[config.mk]
export PLATFORM = sky130hd
export DESIGN_NAME = bpfa_ctrl
export DESIGN_NICKNAME = d
export VERILOG_FILES = /design/src/sv/bpfa_pkg.sv /design/src/sv/bpfa_ctrl.sv
export SDC_FILE = /design/constraint.sdc
export NUM_CORES = 1
export LEC_CHECK = 0
export BUFFER_PORTS_ARGS = -buffer_cell sky130_fd_sc_hd__buf_2
export CAP_MARGIN = 20
export CELL_PAD_IN_SITES_DETAIL_PLACEMENT = 1
export CELL_PAD_IN_SITES_GLOBAL_PLACEMENT = 2
export CORE_MARGIN = 2
export CORE_UTILIZATION = 22
export CTS_CLUSTER_DIAMETER = 60
export CTS_CLUSTER_SIZE = 14
export DETAILED_ROUTE_END_ITERATION = 12
export PLACE_DENSITY_LB_ADDON = 0.2
export REMOVE_ABC_BUFFERS = 1
export SLEW_MARGIN = 25
export SYNTH_ARGS = -nofsm -noshare
export SYNTH_HDL_FRONTEND = slang
export SYNTH_SLANG_ARGS = --single-unit
[constraint.sdc]
create_clock -name clk -period 1.8 [get_ports clk]
set_clock_uncertainty 0.15 [all_clocks]
set_input_delay 0.18 -clock clk [delete_from_list [all_inputs] [get_ports clk]]
set_output_delay 0.18 -clock clk [all_outputs]
set_load 0.01 [all_outputs]
[src/sv/bpfa_pkg.sv]
package bpfa_pkg;

    localparam int FRAMES_DEF  = 65536;
    localparam int CW          = 22;     // frame index / bound width in the scan datapath
    localparam int PAGE_SHIFT  = 12;
    localparam int HINT_RESET  = 256;
    localparam int FLOOR_RESET = 256;
    localparam int TRACK_RESET = 65536;

    localparam logic [1:0] KIND_ALLOC   = 2'd0;
    localparam logic [1:0] KIND_FREE    = 2'd1;
    localparam logic [1:0] KIND_RESERVE = 2'd2;

    localparam logic [1:0] STAT_OK      = 2'd0;
    localparam logic [1:0] STAT_FULL    = 2'd1;
    localparam logic [1:0] STAT_IGNORED = 2'd2;

    localparam logic [1:0] REG_FRAMES_TRACKED = 2'd0;
    localparam logic [1:0] REG_SEARCH_FLOOR   = 2'd1;

    typedef enum logic [3:0] {
        ST_CLEAR,
        ST_IDLE,
        ST_DISPATCH,
        ST_P1_RD,
        ST_P1_EV,
        ST_P2_RD,
        ST_P2_EV,
        ST_MARK,
        ST_OP_RD,
        ST_OP_EV,
        ST_FINISH
    } state_t;

    typedef struct packed {
        logic       load;
        logic       start_p1;
        logic       start_p2;
        logic       start_op;
        logic       ev_alloc;
        logic       ev_op;
        logic       mark_init;
        logic       mark_step;
        logic       clr_step;
        logic       finish;
        logic [1:0] fin_status;
    } cmd_t;

    typedef struct packed {
        logic [1:0] kind;
        logic       ign;
        logic       p1_ok;
        logic       p2_ok;
        logic       f_end;
        logic       run_hit;
        logic       mark_last;
        logic       clr_last;
        logic       out_free;
    } dstat_t;

endpackage

[src/sv/bpfa_ctrl.sv]
module bpfa_ctrl
    import bpfa_pkg::*;
(
    input  logic   clk,
    input  logic   rst_n,
    input  logic   item_valid,
    input  dstat_t dst,
    output cmd_t   cmd,
    output logic   busy
);

    state_t     state_reg, state_next;
    logic [1:0] stat_reg, stat_next;

    always_ff @(posedge clk or negedge rst_n)
    begin
        if (!rst_n)
        begin
            state_reg <= ST_CLEAR;
            stat_reg  <= STAT_OK;
        end
        else
        begin
            state_reg <= state_next;
            stat_reg  <= stat_next;
        end
    end

    always_comb
    begin
        state_next     = state_reg;
        stat_next      = stat_reg;
        cmd            = '0;
        cmd.fin_status = stat_reg;
        busy           = (state_reg != ST_IDLE);
        case (state_reg)
            ST_CLEAR:
            begin
                cmd.clr_step = 1'b1;
                if (dst.clr_last)
                    state_next = ST_IDLE;
            end
            ST_IDLE:
            begin
                if (item_valid)
                begin
                    cmd.load   = 1'b1;
                    state_next = ST_DISPATCH;
                end
            end
            ST_DISPATCH:
            begin
                stat_next  = STAT_OK;
                if (dst.ign)
                begin
                    stat_next  = STAT_IGNORED;
                    state_next = ST_FINISH;
                end
                else if (dst.kind == KIND_ALLOC)
                begin
                    if (dst.p1_ok)
                    begin
                        cmd.start_p1 = 1'b1;
                        state_next   = ST_P1_RD;
                    end
                    else if (dst.p2_ok)
                    begin
                        cmd.start_p2 = 1'b1;
                        state_next   = ST_P2_RD;
                    end
                    else
                    begin
                        stat_next  = STAT_FULL;
                        state_next = ST_FINISH;
                    end
                end
                else
                begin
                    cmd.start_op = 1'b1;
                    state_next   = ST_OP_RD;
                end
            end
            ST_P1_RD:
            begin
                if (!dst.f_end)
                    state_next = ST_P1_EV;
                else if (dst.p2_ok)
                begin
                    cmd.start_p2 = 1'b1;
                    state_next   = ST_P2_RD;
                end
                else
                begin
                    stat_next  = STAT_FULL;
                    state_next = ST_FINISH;
                end
            end
            ST_P1_EV:
            begin
                if (dst.run_hit)
                begin
                    cmd.mark_init = 1'b1;
                    state_next    = ST_MARK;
                end
                else
                begin
                    cmd.ev_alloc = 1'b1;
                    state_next   = ST_P1_RD;
                end
            end
            ST_P2_RD:
            begin
                if (!dst.f_end)
                    state_next = ST_P2_EV;
                else
                begin
                    stat_next  = STAT_FULL;
                    state_next = ST_FINISH;
                end
            end
            ST_P2_EV:
            begin
                if (dst.run_hit)
                begin
                    cmd.mark_init = 1'b1;
                    state_next    = ST_MARK;
                end
                else
                begin
                    cmd.ev_alloc = 1'b1;
                    state_next   = ST_P2_RD;
                end
            end
            ST_MARK:
            begin
                cmd.mark_step = 1'b1;
                if (dst.mark_last)
                    state_next = ST_FINISH;
            end
            ST_OP_RD:
            begin
                if (dst.f_end)
                    state_next = ST_FINISH;
                else
                    state_next = ST_OP_EV;
            end
            ST_OP_EV:
            begin
                cmd.ev_op  = 1'b1;
                state_next = ST_OP_RD;
            end
            ST_FINISH:
            begin
                // hold until the output register can take the beat
                if (dst.out_free)
                begin
                    cmd.finish = 1'b1;
                    state_next = ST_IDLE;
                end
            end
            default:
            begin
                state_next = ST_IDLE;
            end
        endcase
    end

endmodule

### After elaboration in Yosys (flattened, before gate mapping)

Cells that the tools add are included.
W data, S select, Z words.

* word-level logic and storage cells: 69
* memories kept: 0
* register bits after elaboration: 6
* memory bits (writable): 0
* output and inout bits: 13
* memory bits (read-only): 0
* bits in latches: 0

* shifts and indexed selects: 0
* divide/modulo/power cells: 0
* add/sub/neg operators: 0
* multipliers: 0
* order comparisons: 0
* reductions and logical operators: 6
* equal/unequal tests: 18
* bitwise gates (word level): 0
* multiplexer cells: 43

Operators with widths (number)
* $pmux W4 S11: 1
* $mux W4: 10
* $mux W1: 21
* $eq A4 B3 Y1 const B: 4
* $mux W2: 7
* $ne A2 B2 Y1 const B: 7
* $eq A4 B4 Y1 const B: 3
* $eq A4 B2 Y1 const B: 2
* $reduce_and A4 Y1: 2
* $mux W3: 2
* $pmux W2 S3: 1
* $eq A4 B1 Y1 const B: 1
* $logic_not A4 Y1: 1
* $ne A4 B1 Y1 const B: 1
* $reduce_bool A3 Y1: 1
* $logic_not A2 Y1: 1
* $pmux W1 S2: 1
* $reduce_or A2 Y1: 1

### Longest topological paths before layout

Gate-level depths: netlist of run 1.

* depth after elaboration: 5
* depth in mapped cells: 6

### Least setup slack after synthesis of run 1

Ideal clock, no wire load.

* path type: register to output
* start point: register state_reg[0]
* end point: output port cmd[9] (netlist name)
* arrival time: 1.597 ns
* cell stages (with the launch flop): 6
* buffers on the path: 1
* setup slack: -0.127 ns
* cells stage by stage: dfrtp_1 > buf_6 > or4b_4 > or2_4 > o21a_1 > nor2_1

RTL lines
* start: declaration: RTL line bpfa_ctrl.sv:12 `state_t state_reg, state_next;`
* start signal: assignment: RTL line bpfa_ctrl.sv:24 `state_reg <= state_next;`
* end: declaration: RTL line bpfa_ctrl.sv:8 `output cmd_t cmd,`

==> results.sh, run 1 <==
export IMPL_r2r_start="state_reg[2]$_DFFE_PN0P_"
export IMPL_finalSetupTns_ps=-741.9
export IMPL_io_pins=26
export IMPL_reg2reg_depth=6
export IMPL_ys_ff_latch=6
export IMPL_critPathBufInv=1
export IMPL_final_util_pct=35.72
export IMPL_dieArea_um2=3415
export IMPL_period_share_pct=117.6
export IMPL_tightest_slew_ps=299.8
export IMPL_p_leak_nw=0.4776
export IMPL_hp_start="dst[7]"
export IMPL_hold_path_end="stat_reg[1]$_DFFE_PN0P_"
export IMPL_yosysWarnings=0
export IMPL_start_kind="register"
export IMPL_vias_per_cell=5.099
export IMPL_layout_drive_gt1_share_pct=43.85
export IMPL_setup_viol=4
export IMPL_synth_area_um2=651.9
export IMPL_vdd_drop_max_mv=0.5293
export IMPL_end_kind="output pin"
export IMPL_root_buffer="clkbuf_4"
export IMPL_synth_cell_types=35
export IMPL_die_height_um=58.44
export IMPL_clk_latency_ps=240
export IMPL_drtIter0Drc=6
export IMPL_rr_endpoint="state_reg[0]$_DFFE_PN0P_"
export IMPL_power_density_nw_per_um2=1471
export IMPL_n_antenna_cell=0
export IMPL_drv_cap=0
export IMPL_cts_buffers=3
export IMPL_clock_fmax_ghz=0.4724
export IMPL_critPathMaxFanout=2
export IMPL_ys_flop_type="dfrtp_1"
export IMPL_grt_ovfl_total=0
export IMPL_vias=821
export IMPL_htreeDepth=1
export IMPL_report_final_slew_viol_count=0
export IMPL_path_cells="or4b_4, or2_4, o21a_1, nor2_1, buf_2"
export IMPL_path_clk_slew_ps=40
export IMPL_min_path_type="in2reg"
export IMPL_critPathKind="reg2out"
export IMPL_syn_avg_cell_area_um2=7.086
export IMPL_place_congestion=0.7700
export IMPL_rsz0062_at_grt="yes"
export IMPL_ant_nets=0
export IMPL_portBuffers=25
export IMPL_rows=19
export IMPL_fin_ws_ps=-316.7
export IMPL_grt_first_pass_wirelength_mm=3.705
export IMPL_critPathTopFamily="simple AND/OR/NAND/NOR gates"
export IMPL_drtPass1Iterations=2
export IMPL_grtUsageTotal_pct=14.25
export IMPL_fin_area_um2=993.5
export IMPL_crit_required_ps=1470
export IMPL_holdPathStages=3
export IMPL_area_growth_pct=52.40
export IMPL_route_detailed_drc=0
export IMPL_cts_buffer_depth=2
export IMPL_cts_tree="built"
export IMPL_yosysSeqAreaShare_pct=23.03
export IMPL_wire_per_inst_um=13.45
export IMPL_finalHoldViolCount=0
export IMPL_post_route_min_period_ps=2117
export IMPL_async_flop_share_pct=100.0
export IMPL_status="complete, but fails checks"
export IMPL_crit_arrival_ps=1790
export IMPL_violations="negative setup slack"
export IMPL_dpl_instance_area_um2=860.8
export IMPL_largest_reg_flops=4
export IMPL_relSlewSlack_pct=79.73
export IMPL_syn_inst=92
export IMPL_hpwl_mm=1.656
export IMPL_start_util_pct=23.44
export IMPL_grt_max_degree=15
export IMPL_wl_mm=2.165
export IMPL_coreArea_um2=2781
export IMPL_critPathMaxStageDelay_ps=540
export IMPL_grt_pass1_vias=855
export IMPL_cp_slowest_cell="or4b_4"
export IMPL_r2r_slack_ps=-100
export IMPL_cts_sinks=6
export IMPL_antenna_found_initial=0
export IMPL_synth_edf_count=0
export IMPL_nets=145
export IMPL_die_w_um=58.44
power breakdown:
part	total, mW	switching (mW)	internal (mW)
clock network	0.119	0.0440	0.0751
logic	1.12	0.588	0.530
registers	0.225	0.0286	0.197
logic make-up (layout without fill, tap and decap cells):
kind of cell | count (synthesis) | count (layout) | synth area share, %
AOI/OAI and AO/OA | 26 | 26 | 24.76
and+or+nand+nor | 45 | 45 | 39.54
xor gates and xnor gates | 1 | 1 | 1.344
buffers and inverters | 12 | 50 | 8.061
DFF | 6 | 6 | 23.03
muxes | 2 | 2 | 3.263
worst max path at each step:
stage	start	endpoint	slack (ps)	cells past startpoint
final	state_reg[2]$_DFFE_PN0P_	cmd[9]	-320	5
after global routing	state_reg[2]$_DFFE_PN0P_	cmd[9]	-420	5
after CTS	state_reg[2]$_DFFE_PN0P_	cmd[9]	-340	5
after detailed placement	state_reg[0]$_DFFE_PN0P_	cmd[9]	-90	5
after global placement	state_reg[0]$_DFFE_PN0P_	cmd[9]	-50	5
after floorplan	state_reg[1]$_DFFE_PN0P_	cmd[9]	-210	4
cells in the final DEF, fill, tap and decap left out, drive strengths merged:
master	netlist	layout
buf	1	40
nor2	13	13
nand2	8	8
a21oi	8	8
o21ai	8	8
dfrtp	6	6
inv	6	6
nand2b	4	4
nor4b	3	3
clkbuf	5	3
nor2b	3	3
and3	2	2
o31ai	2	2
o22ai	2	2
nor3	2	2
o32a	2	2
and2	1	1
or3	1	1
or4b	1	1
or2	1	1
nand4	1	1
o21a	1	1
nor3b	1	1
nor4	1	1
and4	1	1
xor2	1	1
mux2	1	1
nor4bb	1	1
o21bai	1	1
nand3	1	1
o2bb2a	1	1
mux2i	1	1
a22oi	1	1
dlygate4sd3	0	1
worst reg2reg max path, delay by kind of cell, from the launching register on:
kind / cells / cell delay, ps
buf+inv: 1 / 150
flops: 1 / 370
compound gates: 2 / 310
simple gates: 3 / 870
cell usage after synthesis (all sizes together), types with 2 or more instances:
cell type | instances | area, um^2
a21oi | 8 | 40.04
and3 | 2 | 12.51
clkbuf | 5 | 18.77
dfrtp | 6 | 150.1
inv | 6 | 22.52
nand2 | 8 | 30.03
nand2b | 4 | 25.02
nor2 | 13 | 56.30
nor2b | 3 | 18.77
nor3 | 2 | 10.01
nor4b | 3 | 26.28
o21ai | 8 | 40.04
o22ai | 2 | 12.51
o31ai | 2 | 15.01
o32a | 2 | 21.27
routing by layer:
metal | track usage [%] | up-vias | share of wire [%]
li1 | - | 405 | -
met5 | 0 | - | 0
met3 | 1.319 | 2 | 3.8
met4 | 4.983 | 0 | 0.79
met2 | 25.20 | 20 | 51
met1 | 17.95 | 394 | 45
metrics by stage:
stage	hold slack (ps)	power [mW]	instances	setup slack (ps)
6_report	87.91	1.462	161	-316.7
3_3_place_gp	-146.1	1.141	152	-52.92
5_1_grt	113.0	1.609	161	-417.3
4_1_cts	88.41	1.398	161	-339.2
2_1_floorplan	-265.6	0.7766	86	-214.6
3_5_place_dp	-142.8	1.149	152	-92.00
repair_timing:
action | 4_1_cts | 5_1_grt
pin swaps | 4 | 3
endpoints found under the hold margin | 6 | 0
setup buffers | 5 | 2
hold buffers | 1 | 0
resized for setup | 9 | 6
endpoints found under the setup margin | 8 | 15
area by class of cell:
type / instances / area, um^2
Inverter: 6 / 22.52
Multi-Input combinational cell: 74 / 501.7
Fill cell: 348 / 1788
Tap cell: 31 / 38.79
Clock buffer: 3 / 22.52
Timing Repair Buffer: 41 / 257.7
Sequential cell: 6 / 150.1
(Power assumes the default switching activity.)
==> run 2: changes to the inputs <==
CORE_ASPECT_RATIO = 1.25   (was unset)
==> run 2 against run 1 <==
Against the previous run: the flow still finishes with violations (negative setup slack); register-to-register slack about the same; die area about the same; global-route usage up 0.14 points; first-iteration DRC count up 67%.
==> results.sh, run 2 (same netlist as run 1, synthesis figures left out) <==
export IMPL_status="complete, but fails checks"
export IMPL_violations="negative setup slack"
export IMPL_cts_tree="built"
export IMPL_nets=146
export IMPL_report_final_slew_viol_count=0
export IMPL_rsz0062_at_grt="yes"
export IMPL_power_density_nw_per_um2=1494
export IMPL_setup_viol=5
export IMPL_critPathMaxStageDelay_ps=540
export IMPL_end_kind="output pin"
export IMPL_critPathKind="reg2out"
export IMPL_crit_arrival_ps=1770
export IMPL_period_share_pct=116.7
export IMPL_p_leak_nw=0.4951
export IMPL_clk_latency_ps=230
export IMPL_finalHoldViolCount=0
export IMPL_fin_ws_ps=-301.3
export IMPL_path_clk_slew_ps=40
export IMPL_cts_buffer_depth=2
export IMPL_reg2reg_depth=6
export IMPL_largest_reg_flops=4
export IMPL_wl_mm=2.290
export IMPL_grt_pass1_vias=858
export IMPL_cts_buffers=3
export IMPL_die_height_um=64.86
export IMPL_grt_ovfl_total=0
export IMPL_dieArea_um2=3417
export IMPL_cts_sinks=6
export IMPL_vdd_drop_max_mv=0.4946
export IMPL_root_buffer="clkbuf_4"
export IMPL_antenna_found_initial=0
export IMPL_portBuffers=25
export IMPL_rr_endpoint="state_reg[0]$_DFFE_PN0P_"
export IMPL_r2r_slack_ps=-110
export IMPL_post_route_min_period_ps=2101
export IMPL_die_w_um=52.69
export IMPL_fill_cells=385
export IMPL_hold_path_end="stat_reg[1]$_DFFE_PN0P_"
export IMPL_critPathMaxFanout=2
export IMPL_tightest_slew_ps=306.0
export IMPL_min_path_type="in2reg"
export IMPL_holdWs_ps=97.75
export IMPL_n_antenna_cell=0
export IMPL_grt_first_pass_wirelength_mm=3.698
export IMPL_final_cell_mix="buf_2 (24), buf_4 (14), nor2_1 (9), nand2_1 (8), a21oi_1 (8)"
export IMPL_relSlewSlack_pct=79.31
export IMPL_drv_cap=0
export IMPL_grtUsageTotal_pct=14.39
export IMPL_layout_drive_gt1_share_pct=45.80
export IMPL_vias=821
export IMPL_ant_nets=0
export IMPL_wire_per_inst_um=13.71
export IMPL_final_common_cell="buf_2"
export IMPL_drtPass1Iterations=3
export IMPL_place_congestion=0.7801
export IMPL_crit_required_ps=1470
export IMPL_rows=22
export IMPL_cp_slowest_cell="or4b_4"
export IMPL_coreArea_um2=2890
export IMPL_io_pins=26
export IMPL_vias_per_cell=4.916
export IMPL_hp_start="dst[7]"
export IMPL_r2r_start="state_reg[3]$_DFFE_PN0P_"
export IMPL_clock_fmax_ghz=0.4759
export IMPL_route_detailed_drc=0
export IMPL_start_util_pct=22.55
export IMPL_start_kind="register"
export IMPL_htreeDepth=1
export IMPL_grt_max_degree=18
export IMPL_area_growth_pct=57.58
export IMPL_path_cells="or4b_4, or2_4, o21a_1, nor2_1, buf_2"
export IMPL_power_total_mw=1.535
export IMPL_holdPathStages=3
export IMPL_hpwl_mm=1.731
export IMPL_drtIter0Drc=10
run 2: cell type report:
class                           count  area [um^2]  area share, %
Sequential cell                     6        150.1          14.62
Timing Repair Buffer               42        272.8          26.55
Tap cell                           36        45.04          4.385
Inverter                            6        22.52          2.192
Clock buffer                        3        22.52          2.192
Multi-Input combinational cell     74        514.2          50.06
run 2: worst max-delay path by stage:
stage	to	startpoint	slack, ps	cells past startpoint
CTS	cmd[9]	state_reg[2]$_DFFE_PN0P_	-330	5
finish	cmd[9]	state_reg[3]$_DFFE_PN0P_	-300	5
floorplan	cmd[9]	state_reg[1]$_DFFE_PN0P_	-210	4
detailed placement	cmd[9]	state_reg[0]$_DFFE_PN0P_	-90	5
global route	cmd[9]	state_reg[3]$_DFFE_PN0P_	-360	5
global placement	cmd[9]	state_reg[0]$_DFFE_PN0P_	-60	5
run 2: worst max-delay path: cells and delay by family, from the launching register on:
kind	cells	cell delay [ps]
simple gates	3	860
compound gates	1	170
buf+inv	1	130
flops	1	370
run 2: timing repair:
item / in CTS / in global routing
setup buffers: 2 / 5
pin swaps: 3 / 3
setup endpoints to repair: 7 / 16
gates resized for setup: 7 / 14
hold buffers: 1 / 0
hold endpoints to repair: 6 / 0
run 2: report_power, final:
part           leakage [nW]  switching (mW)  internal, mW
logic                 0.405           0.621         0.564
clock network        0.0138          0.0420        0.0750
registers            0.0765          0.0361         0.197
run 2: metrics by stage:
| step | utilization (%) | setup slack (ps) | area, um^2 | instances | setup TNS (ps) |
|---|---|---|---|---|---|
| final | 35.54 | -301.3 | 1027 | 167 | -913.4 |
| after global placement | 30.26 | -58.27 | 874.6 | 158 | -58.27 |
| after CTS | 32.99 | -333.0 | 953.4 | 164 | -918.2 |
| after global routing | 35.54 | -361.9 | 1027 | 167 | -1217 |
| after floorplan | - | -214.6 | 621.8 | 86 | -376.6 |
| after detailed placement | 30.26 | -92.21 | 874.6 | 158 | -108.6 |
run 2: layer usage:
metal  global-route usage (%)  part of all wire [%]  up-vias
met5                        0                     0        -
met2                    26.88                    56       19
met4                    6.731                   1.6        0
met3                    1.843                   3.0        4
met1                    15.25                    39      391
li1                         -                     -      407
